### src/rtl/core/pds_pkg.sv
// Package for the PLL divider search core: types, constants, window table.
// Used by pds_div, pds_seq and pll_divider_search_core.
package pds_pkg;

    localparam int IN_DIV_MAX_DEF  = 31;
    localparam int OUT_DIV_MAX_DEF = 3;

    localparam int NUM_W = 41;
    localparam int DEN_W = 33;

    localparam logic [31:0] REF_MIN_STEP = 32'd2000000;
    localparam logic [31:0] REF_MAX_STEP = 32'd8000000;
    localparam logic [2:0]  NUM_WIN      = 3'd7;

    localparam logic [15:0] DEFAULT_WORD = 16'hE220;
    localparam logic [1:0]  DEF_OD = 2'((DEFAULT_WORD & 16'h6000) >> 13);
    localparam logic [4:0]  DEF_NR = 5'((DEFAULT_WORD & 16'h1F00) >> 8);
    localparam logic [7:0]  DEF_FB = 8'(DEFAULT_WORD & 16'h00FF);

    typedef struct packed {
        logic        valid;
        logic [1:0]  od;
        logic [4:0]  nr;
        logic [7:0]  fb;
        logic [31:0] freq;
    } t_setting;

    typedef struct packed {
        logic             start;
        logic [NUM_W-1:0] num;
        logic [DEN_W-1:0] den;
    } t_div_req;

    typedef enum logic [3:0] {
        S_IDLE, S_TRY, S_WAIT_B, S_CAND, S_WAIT_F, S_FOLD, S_WEND, S_OUT
    } t_state;

    function automatic logic [31:0] win_lo(input logic [2:0] w);
        case (w)
            3'd0:    win_lo = 32'd200000000;
            3'd1:    win_lo = 32'd190000000;
            3'd2:    win_lo = 32'd400000000;
            3'd3:    win_lo = 32'd180000000;
            3'd4:    win_lo = 32'd410000000;
            3'd5:    win_lo = 32'd170000000;
            default: win_lo = 32'd430000000;
        endcase
    endfunction

    function automatic logic [31:0] win_hi(input logic [2:0] w);
        case (w)
            3'd0:    win_hi = 32'd400000000;
            3'd1:    win_hi = 32'd200000001;
            3'd2:    win_hi = 32'd410000001;
            3'd3:    win_hi = 32'd190000001;
            3'd4:    win_hi = 32'd420000001;
            3'd5:    win_hi = 32'd180000001;
            default: win_hi = 32'd440000001;
        endcase
    endfunction

    function automatic logic [31:0] freq_dist(input logic [31:0] a, input logic [31:0] b);
        freq_dist = (a > b) ? a - b : b - a;
    endfunction

endpackage

### src/rtl/core/pds_if.sv
// Stream interfaces for the PLL divider search core.
// Depends on nothing.
interface pds_in_if;
    logic        valid;
    logic        ready;
    logic [31:0] ref_freq;
    logic [31:0] target_freq;
    modport source (output valid, ref_freq, target_freq, input ready);
    modport sink   (input valid, ref_freq, target_freq, output ready);
endinterface

interface pds_out_if;
    logic        valid;
    logic        ready;
    logic [1:0]  out_div;
    logic [4:0]  in_div;
    logic [7:0]  fb_div;
    logic [31:0] achieved_freq;
    logic        found;
    modport source (output valid, out_div, in_div, fb_div, achieved_freq, found,
                    input ready);
    modport sink   (input valid, out_div, in_div, fb_div, achieved_freq, found,
                    output ready);
endinterface

### src/rtl/core/pds_div.sv
// Restoring divider, one quotient bit per cycle, shared by all divisions.
// Depends on pds_pkg.
module pds_div import pds_pkg::*; (
    input  logic             i_clk,
    input  logic             i_rst_n,
    input  t_div_req         i_req,
    output logic             o_done,
    output logic [NUM_W-1:0] o_quo
);
    localparam int CNT_W = $clog2(NUM_W + 1);

    logic [DEN_W:0]   r_rem, n_rem;
    logic [NUM_W-1:0] r_quo, n_quo;
    logic [DEN_W-1:0] r_den;
    logic [CNT_W-1:0] r_cnt;
    logic             r_busy;
    logic [DEN_W:0]   trial;
    logic             last;

    assign trial = {r_rem[DEN_W-1:0], r_quo[NUM_W-1]};
    assign last  = (r_cnt == CNT_W'(NUM_W - 1));

    always_comb begin
        if (trial >= {1'b0, r_den}) begin
            n_rem = trial - {1'b0, r_den};
            n_quo = {r_quo[NUM_W-2:0], 1'b1};
        end else begin
            n_rem = trial;
            n_quo = {r_quo[NUM_W-2:0], 1'b0};
        end
    end

    always_ff @(posedge i_clk) begin
        if (!i_rst_n) begin
            r_busy <= 1'b0;
            r_cnt  <= '0;
            o_done <= 1'b0;
        end else begin
            o_done <= 1'b0;
            if (i_req.start) begin
                r_busy <= 1'b1;
                r_cnt  <= '0;
            end else if (r_busy) begin
                r_cnt <= r_cnt + 1'b1;
                if (last) begin
                    r_busy <= 1'b0;
                    o_done <= 1'b1;
                end
            end
        end
    end

    always_ff @(posedge i_clk) begin
        if (i_req.start) begin
            r_rem <= '0;
            r_quo <= i_req.num;
            r_den <= i_req.den;
        end else if (r_busy) begin
            r_rem <= n_rem;
            r_quo <= n_quo;
        end
    end

    assign o_quo = r_quo;
endmodule

### src/rtl/core/pds_seq.sv
// Search sequencer: sweeps windows, output and input dividers, candidates.
// Depends on pds_pkg; drives the shared divider pds_div.
module pds_seq import pds_pkg::*; #(
    parameter int IN_DIV_MAX  = IN_DIV_MAX_DEF,
    parameter int OUT_DIV_MAX = OUT_DIV_MAX_DEF
) (
    input  logic             i_clk,
    input  logic             i_rst_n,
    pds_in_if.sink           i_in,
    pds_out_if.source        o_out,
    output t_div_req         o_req,
    input  logic             i_done,
    input  logic [NUM_W-1:0] i_quo
);
    localparam logic [4:0] NR_TOP = 5'(IN_DIV_MAX);
    localparam logic [1:0] OD_TOP = 2'(OUT_DIV_MAX);

    t_state      r_state, n_state;
    logic [31:0] r_fin, n_fin, r_fout, n_fout;
    logic [2:0]  r_win, n_win;
    logic [1:0]  r_od, n_od;
    logic [4:0]  r_nr, n_nr;
    logic        r_k, n_k;
    logic [NUM_W-1:0] r_b, n_b;
    logic [7:0]  r_fb, n_fb;
    t_setting    r_t, n_t, r_best, n_best, r_res, n_res;

    logic [31:0] vco, ref_lo, ref_hi, f_new;
    logic [36:0] fout_nr;
    logic [NUM_W-1:0] cand;
    logic [8:0]  fb2;
    logic [1:0]  sh;
    t_setting    empty;

    assign empty  = '0;
    assign sh     = r_od - 2'd1;
    assign vco    = r_fout << sh;
    assign ref_lo = 32'(REF_MIN_STEP * r_nr);
    assign ref_hi = 32'(REF_MAX_STEP * r_nr);
    assign fout_nr = r_fout * r_nr;
    assign cand   = r_b + NUM_W'(r_k);
    assign fb2    = {cand[7:0], 1'b0};
    assign f_new  = (i_quo[NUM_W-1:32] != '0) ? 32'd0 : i_quo[31:0];

    always_ff @(posedge i_clk) begin
        if (!i_rst_n) r_state <= S_IDLE;
        else          r_state <= n_state;
    end

    always_ff @(posedge i_clk) begin
        r_fin <= n_fin; r_fout <= n_fout; r_win <= n_win; r_od <= n_od;
        r_nr <= n_nr; r_k <= n_k; r_b <= n_b; r_fb <= n_fb;
        r_t <= n_t; r_best <= n_best; r_res <= n_res;
    end

    always_comb begin
        n_state = r_state;
        n_fin = r_fin; n_fout = r_fout; n_win = r_win; n_od = r_od;
        n_nr = r_nr; n_k = r_k; n_b = r_b; n_fb = r_fb;
        n_t = r_t; n_best = r_best; n_res = r_res;
        o_req = '0;
        case (r_state)
            S_IDLE: begin
                if (i_in.valid) begin
                    n_fin  = i_in.ref_freq;
                    n_fout = i_in.target_freq;
                    n_win  = '0;
                    n_od   = OD_TOP;
                    n_nr   = NR_TOP;
                    n_best = empty;
                    n_state = S_TRY;
                end
            end
            S_TRY: begin
                n_t = empty;
                n_k = 1'b0;
                if (ref_lo < r_fin && r_fin < ref_hi &&
                    win_lo(r_win) < vco && vco < win_hi(r_win)) begin
                    o_req.start = 1'b1;
                    o_req.num   = NUM_W'({fout_nr, 2'b00} >> (2'd2 - sh));
                    o_req.den   = {r_fin, 1'b0};
                    n_state = S_WAIT_B;
                end else begin
                    n_state = S_FOLD;
                end
            end
            S_WAIT_B: begin
                if (i_done) begin
                    n_b = i_quo;
                    n_state = S_CAND;
                end
            end
            S_CAND: begin
                if (cand >= NUM_W'(1) && cand <= NUM_W'(255)) begin
                    o_req.start = 1'b1;
                    o_req.num   = NUM_W'(r_fin) * NUM_W'(fb2);
                    o_req.den   = DEN_W'({r_nr, 2'b00} >> (2'd2 - sh));
                    n_fb = cand[7:0];
                    n_state = S_WAIT_F;
                end else if (r_k) begin
                    n_state = S_FOLD;
                end else begin
                    n_k = 1'b1;
                end
            end
            S_WAIT_F: begin
                if (i_done) begin
                    if (freq_dist(f_new, r_fout) <= freq_dist(r_t.freq, r_fout)) begin
                        n_t = '{valid: 1'b1, od: r_od, nr: r_nr, fb: r_fb, freq: f_new};
                    end
                    if (r_k) begin
                        n_state = S_FOLD;
                    end else begin
                        n_k = 1'b1;
                        n_state = S_CAND;
                    end
                end
            end
            S_FOLD: begin
                // empty tries win ties too and clear the best
                if (freq_dist(r_t.freq, r_fout) <= freq_dist(r_best.freq, r_fout))
                    n_best = r_t;
                if (r_nr > 5'd1) begin
                    n_nr = r_nr - 5'd1;
                    n_state = S_TRY;
                end else if (r_od > 2'd1) begin
                    n_od = r_od - 2'd1;
                    n_nr = NR_TOP;
                    n_state = S_TRY;
                end else begin
                    n_state = S_WEND;
                end
            end
            S_WEND: begin
                if (r_best.valid) begin
                    n_res = r_best;
                    n_state = S_OUT;
                end else if (r_win == NUM_WIN - 3'd1) begin
                    n_res = '{valid: 1'b0, od: DEF_OD, nr: DEF_NR, fb: DEF_FB,
                              freq: 32'd0};
                    n_state = S_OUT;
                end else begin
                    n_win  = r_win + 3'd1;
                    n_od   = OD_TOP;
                    n_nr   = NR_TOP;
                    n_best = empty;
                    n_state = S_TRY;
                end
            end
            S_OUT: begin
                if (o_out.ready) n_state = S_IDLE;
            end
            default: n_state = S_IDLE;
        endcase
    end

    assign i_in.ready          = (r_state == S_IDLE);
    assign o_out.valid         = (r_state == S_OUT);
    assign o_out.out_div       = r_res.od;
    assign o_out.in_div        = r_res.nr;
    assign o_out.fb_div        = r_res.fb;
    assign o_out.achieved_freq = r_res.freq;
    assign o_out.found         = r_res.valid;
endmodule

### src/rtl/core/pll_divider_search_core.sv
// PLL divider search core. One word in, one word out; busy while searching.
// Search: a try that fails the reference or VCO test goes straight to the
// fold; a full try runs three divisions on the shared 41-bit divider plus
// the fold. Worst case 7 windows of 93 tries each.
// Throughput: one word at a time; ready only when idle.
// Reset: synchronous active-low, returns the sequencer to idle.
module pll_divider_search_core import pds_pkg::*; #(
    parameter int IN_DIV_MAX  = IN_DIV_MAX_DEF,
    parameter int OUT_DIV_MAX = OUT_DIV_MAX_DEF
) (
    input  logic      i_clk,
    input  logic      i_rst_n,
    pds_in_if.sink    i_in,
    pds_out_if.source o_out
);
    t_div_req         req;
    logic             done;
    logic [NUM_W-1:0] quo;

    pds_seq #(.IN_DIV_MAX(IN_DIV_MAX), .OUT_DIV_MAX(OUT_DIV_MAX)) u_seq (
        .i_clk, .i_rst_n, .i_in, .o_out,
        .o_req(req), .i_done(done), .i_quo(quo)
    );

    pds_div u_div (
        .i_clk, .i_rst_n, .i_req(req), .o_done(done), .o_quo(quo)
    );
endmodule
### src/flat_wrapper.sv
// flat-port wrapper written by rule: the top's interface ports become plain ports
module pll_divider_search_core_flat import pds_pkg::*;
#(
    parameter int IN_DIV_MAX  = IN_DIV_MAX_DEF,
    parameter int OUT_DIV_MAX = OUT_DIV_MAX_DEF
)
  (i_clk, i_rst_n, i_in_valid, i_in_ref_freq, i_in_target_freq, i_in_ready, o_out_valid, o_out_out_div, o_out_in_div, o_out_fb_div, o_out_achieved_freq, o_out_found, o_out_ready);
  pds_in_if i_in_i ();
  pds_out_if o_out_i ();
  input  logic i_clk;
  input  logic i_rst_n;
  input wire logic [$bits(i_in_i.valid)-1:0] i_in_valid;
  input wire logic [$bits(i_in_i.ref_freq)-1:0] i_in_ref_freq;
  input wire logic [$bits(i_in_i.target_freq)-1:0] i_in_target_freq;
  output wire logic [$bits(i_in_i.ready)-1:0] i_in_ready;
  output wire logic [$bits(o_out_i.valid)-1:0] o_out_valid;
  output wire logic [$bits(o_out_i.out_div)-1:0] o_out_out_div;
  output wire logic [$bits(o_out_i.in_div)-1:0] o_out_in_div;
  output wire logic [$bits(o_out_i.fb_div)-1:0] o_out_fb_div;
  output wire logic [$bits(o_out_i.achieved_freq)-1:0] o_out_achieved_freq;
  output wire logic [$bits(o_out_i.found)-1:0] o_out_found;
  input wire logic [$bits(o_out_i.ready)-1:0] o_out_ready;
  assign i_in_i.valid = i_in_valid;
  assign i_in_i.ref_freq = i_in_ref_freq;
  assign i_in_i.target_freq = i_in_target_freq;
  assign i_in_ready = i_in_i.ready;
  assign o_out_valid = o_out_i.valid;
  assign o_out_out_div = o_out_i.out_div;
  assign o_out_in_div = o_out_i.in_div;
  assign o_out_fb_div = o_out_i.fb_div;
  assign o_out_achieved_freq = o_out_i.achieved_freq;
  assign o_out_found = o_out_i.found;
  assign o_out_i.ready = o_out_ready;
  pll_divider_search_core #(.IN_DIV_MAX(IN_DIV_MAX), .OUT_DIV_MAX(OUT_DIV_MAX)) u_core (.i_clk(i_clk), .i_rst_n(i_rst_n), .i_in(i_in_i), .o_out(o_out_i));
endmodule
### config.mk
export PLATFORM = sky130hd
export DESIGN_NAME = pll_divider_search_core_flat
export DESIGN_NICKNAME = d
export VERILOG_FILES = /design/src/rtl/core/pds_pkg.sv /design/src/rtl/core/pds_if.sv /design/src/rtl/core/pds_div.sv /design/src/rtl/core/pds_seq.sv /design/src/rtl/core/pll_divider_search_core.sv /design/src/flat_wrapper.sv
export SDC_FILE = /design/constraint.sdc
export NUM_CORES = 2
export LEC_CHECK = 0
export ABC_CLOCK_PERIOD_IN_PS = 12030
export BUFFER_PORTS_ARGS = -buffer_cell sky130_fd_sc_hd__buf_2
export CAP_MARGIN = 20
export CORE_MARGIN = 10
export CORE_UTILIZATION = 65
export CTS_CLUSTER_SIZE = 16
export DETAILED_ROUTE_END_ITERATION = 7
export PLACE_DENSITY_LB_ADDON = 0.05
export SLEW_MARGIN = 20
export SYNTH_ARGS = -nofsm -noshare
export SYNTH_HDL_FRONTEND = slang
export SYNTH_SLANG_ARGS = --single-unit
### constraint.sdc
create_clock -name i_clk -period 12.03 [get_ports i_clk]
set_input_delay 1.203 -clock i_clk [delete_from_list [all_inputs] [get_ports i_clk]]
set_output_delay 1.203 -clock i_clk [all_outputs]
set_load 0.02 [all_outputs]
==> summary.md <==
| Metric | Value |
|---|---|
| Reg2Reg Depth | `22` |
| Gr usage total | `0.3798` |
| Post-synthesis register bit count | `roughly 390` |
| Startpoint types | `flip-flop` |
| Gr ovfl total | `0` |
| Slew HR | `0.2021` |
| RSZ-0062 raised after global routing | `false` |
| Most used cell, CP | `fa_1` |
| Pin count of the biggest net entering global routing | `62` |
| Via count | `around 42000` |
| Routability congestion estimate | `~1.0` |
| Total Die Area | `just over 80000 sq um` |
| Top-area cell type share of the netlist area | `0.2224` |
| Drt first pass iters | `6` |
| Most common flop cell mapped by yosys | `edfxtp_1` |
| Max Slew Vio Count | `0` |
| Max incr delay on CP | `940 ps` |
| CP Cell Sequence | `ha_1 > nand3_1 > o21ai_0 > and2_1 > inv_1 > and2_1 > fa_1 > fa_1 > fa_1 > inv_1 > fa_1 > inv_1 > ha_1 > a21o_1 > a2111oi_0 > a21oi_1 > o311ai_0 > a21oi_1 > a31oi_1 > o21ai_0 > xnor2_1 > o21ai_1` |
| Dpl hpwl | `about 120000 microns` |
| Top cells by area, synth | `edfxtp_1 22%, ha_1 14%, fa_1 12%` |
| Die Height | `about 290 microns` |
| Worst path depth | `22` |
| First-pass GRT wire length | `approximately 240000 microns` |
| Ys Warns | `0` |
| Area Overhead vs Synth | `6.507%` |
| Final setup vio count | `0` |
| Vias in the first global route | `between 40000 and 50000` |
| DR iter-0 viols | `about 5000` |
| Post-synth EDFFs | `~340` |
| Async S/R FF share, synth | `0` |
| Hold-fix buffers at CTS | `0` |
| Sequential-to-total area share from yosys stat | `0.2415` |
| Clk buf depth | `3` |
| H-tree depth | `2` |
| Max Cap Viol | `0` |
| Post-synthesis cell count | `approximately 5400` |
| Number of routed nets with antenna violations | `0` |
| # DRC | `0` |
| Post-CTS sizing | `0` |
| IO Pins | `about 120` |
| Netlist cell types | `96` |
| Hold Crit Class | `flip-flop to flip-flop` |
| Number of buffers created by CTS | `46` |
| Crit path max fanout | `20` |
| F_max | `approximately 110 MHz` |
| Die width | `between 200 and 300 microns` |
| Critical path's slowest cell | `a2111oi_0` |
| Clock period minus final worst setup slack | `roughly 9000 ps` |
| Most area-hungry cell type in the Yosys netlist | `edfxtp_1` |
| RR Startpoint | `u_core.u_seq.r_k` |
| TritonCTS clock tree | `built` |
| Hold_ws | `about 490 ps` |
| Nets | `between 6000 and 7000` |
| Setup TNS | `0 ps` |
| Vias per cell | `6.586` |
| Synth Area per Inst | `8.549 sq um` |
| # rows | `a little under 100` |
| Mapped Area | `46170 sq um` |
| Final worst path period share | `0.7575` |
| Initial Util | `0.6570` |
| Layout fillers | `~5600` |
| Layout cells sized above 1 | `0.07369` |
| WP data arrival | `9480 ps` |
| Worst skew pair latency | `650 ps` |
| Total wire length | `~160000 microns` |
| CP endpoint | `u_core.u_div.o_quo[39]` |
| Commonest cells after routing, fill and taps aside | `611 x inv_1, 550 x nand2_1, 524 x nor2_1, 516 x ha_1, 394 x a21oi_1` |
| Critical Path RT | `roughly 12000 ps` |
| R2r setup slk | `about 2900 ps` |
| Kind of critical path | `flip-flop to flip-flop` |
| Routed wire length per instance | `about 25 microns` |
| Reg-to-reg critical path endpoint | `u_core.u_div.o_quo[39]` |
| Core box area | `around 70000 sq um` |
| Worst-margin pin slew | `about 1200 ps` |
| Most common cell after layout, fill and taps aside | `inv_1` |
| Final Skew | `roughly 38 ps` |
| Status | `completed` |
| Initial antenna violation count | `5` |
| CP Launch Point | `u_core.u_seq.r_k` |
| IO buf count | `~120` |
| WP buf/inv | `3` |
| Clock Pin Slew Worst Setup and Hold Paths | `70 ps` |
| Sink Count | `386` |
| Critical Path End Type | `flip-flop` |
| Setup Fix Bufs, Post-CTS | `0` |
| Final hold vios | `0` |
| CTS root buf | `clkbuf_16` |
| Critical path's top delay family | `compound AO/OA/AOI/OAI gates` |
[worst register-to-register path, delay by kind of cell, from the launching register on]
kind                       cells  cell delay [ps]
adders and majority gates      6             2740
DFF                            1              470
buffers and inverters          3              670
xor gates and xnor gates       1              160
AOI/OAI and AO/OA              9             3270
and+or+nand+nor                3             1560
[final cells by class]
type | instances | area, sq um | share of cell area
Multi-Input combinational cell | 4151 | 31810 | 0.6468
Sequential cell | 386 | 11150 | 0.2268
Inverter | 636 | 2387 | 0.04855
Clock buffer | 50 | 1186 | 0.02412
Tap cell | 940 | 1176 | 0.02392
Timing Repair Buffer | 169 | 975.9 | 0.01985
Clock inverter | 36 | 474.2 | 0.009643
Antenna cell | 6 | 15.01 | 0.0003053
[registers in the layout (all words and copies together), names as in the netlist]
signal                            count
u_core.u_seq.o_out.in_div             5
u_core.u_seq.r_od                     2
u_core.u_seq.r_state                  3
u_core.u_div.o_done                   1
u_core.u_div.r_den                   33
u_core.u_seq.r_fout                  32
u_core.u_seq.r_nr                     5
u_core.u_seq.r_t                     48
u_core.u_div.r_rem                   33
u_core.u_seq.r_fb                     8
u_core.u_div.o_quo                   41
u_core.u_seq.r_win                    3
u_core.u_seq.o_out.found              1
u_core.u_seq.o_out.achieved_freq     32
u_core.u_seq.r_fin                   32
u_core.u_seq.r_k                      1
u_core.u_seq.o_out.out_div            2
u_core.u_seq.r_best                  48
u_core.u_seq.o_out.fb_div             8
u_core.u_seq.r_b                     41
u_core.u_div.r_busy                   1
u_core.u_div.r_cnt                    6
[routing by layer]
metal | vias up | track usage | share of wire
li1 | 18638 | - | -
met1 | 20029 | 0.4946 | 0.38
met2 | 2806 | 0.5683 | 0.43
met3 | 506 | 0.1292 | 0.14
met4 | 2 | 0.1654 | 0.049
met5 | - | 0 | 0.000069
[logic make-up after synthesis]
kind of cell / count (synthesis) / share of synthesized area
AO/OA/AOI/OAI: 1263 / 0.1765
adder cells (fa/ha/maj): 800 / 0.2628
multiplexers: 114 / 0.02688
flip-flops: 386 / 0.2415
other: 1 / 0.00008122
XOR/XNOR: 224 / 0.04249
AND/OR/NAND/NOR: 1746 / 0.1777
buffers and inverters: 867 / 0.07198
[how the worst min path moves through the flow]
| stage | from | end | slack (ps) | depth (start not counted) |
|---|---|---|---|---|
| 4_1_cts | u_core.u_div.r_rem[19] | u_core.u_div.r_rem[19] | 490 | 2 |
| 6_report | u_core.u_div.r_rem[19] | u_core.u_div.r_rem[19] | 490 | 2 |
| 5_1_grt | u_core.u_div.r_rem[19] | u_core.u_div.r_rem[19] | 510 | 2 |
| 2_1_floorplan | u_core.u_div.o_quo[30] | u_core.u_seq.r_b[30] | 440 | 0 |
| 3_3_place_gp | u_core.u_div.r_rem[19] | u_core.u_div.r_rem[19] | 470 | 2 |
| 3_5_place_dp | u_core.u_div.r_rem[19] | u_core.u_div.r_rem[19] | 480 | 2 |
[through the flow]
stage          setup WS [ps]  cells  utilization  cell area, sq um
2_1_floorplan           2349   5404            -             46180
3_3_place_gp            3329   6282       0.6758             47490
3_5_place_dp            3218   6282       0.6759             47500
4_1_cts                 3175   6368       0.6996             49160
5_1_grt                 2562   6368       0.6996             49160
6_report                2918   6374       0.6998             49170
[cells in the mapped netlist (44+ instances only)]
| master | n |
|---|---|
| fa_1 | 283 |
| a21o_1 | 157 |
| xnor2_1 | 145 |
| a21oi_1 | 395 |
| o21a_1 | 55 |
| o21ai_0 | 228 |
| xor2_1 | 79 |
| o211ai_1 | 60 |
| o21bai_1 | 62 |
| nor3_1 | 66 |
| dfxtp_1 | 44 |
| and2_1 | 151 |
| nor2_1 | 526 |
| mux2i_1 | 70 |
| inv_1 | 611 |
| nand3_1 | 87 |
| clkbuf_1 | 162 |
| ha_1 | 517 |
| nand4_1 | 79 |
| edfxtp_1 | 342 |
| and3_1 | 63 |
| nand2_1 | 552 |
Power is not shown: default switching activity piles up to over one toggle a cycle in this logic, so the estimate is an artifact.
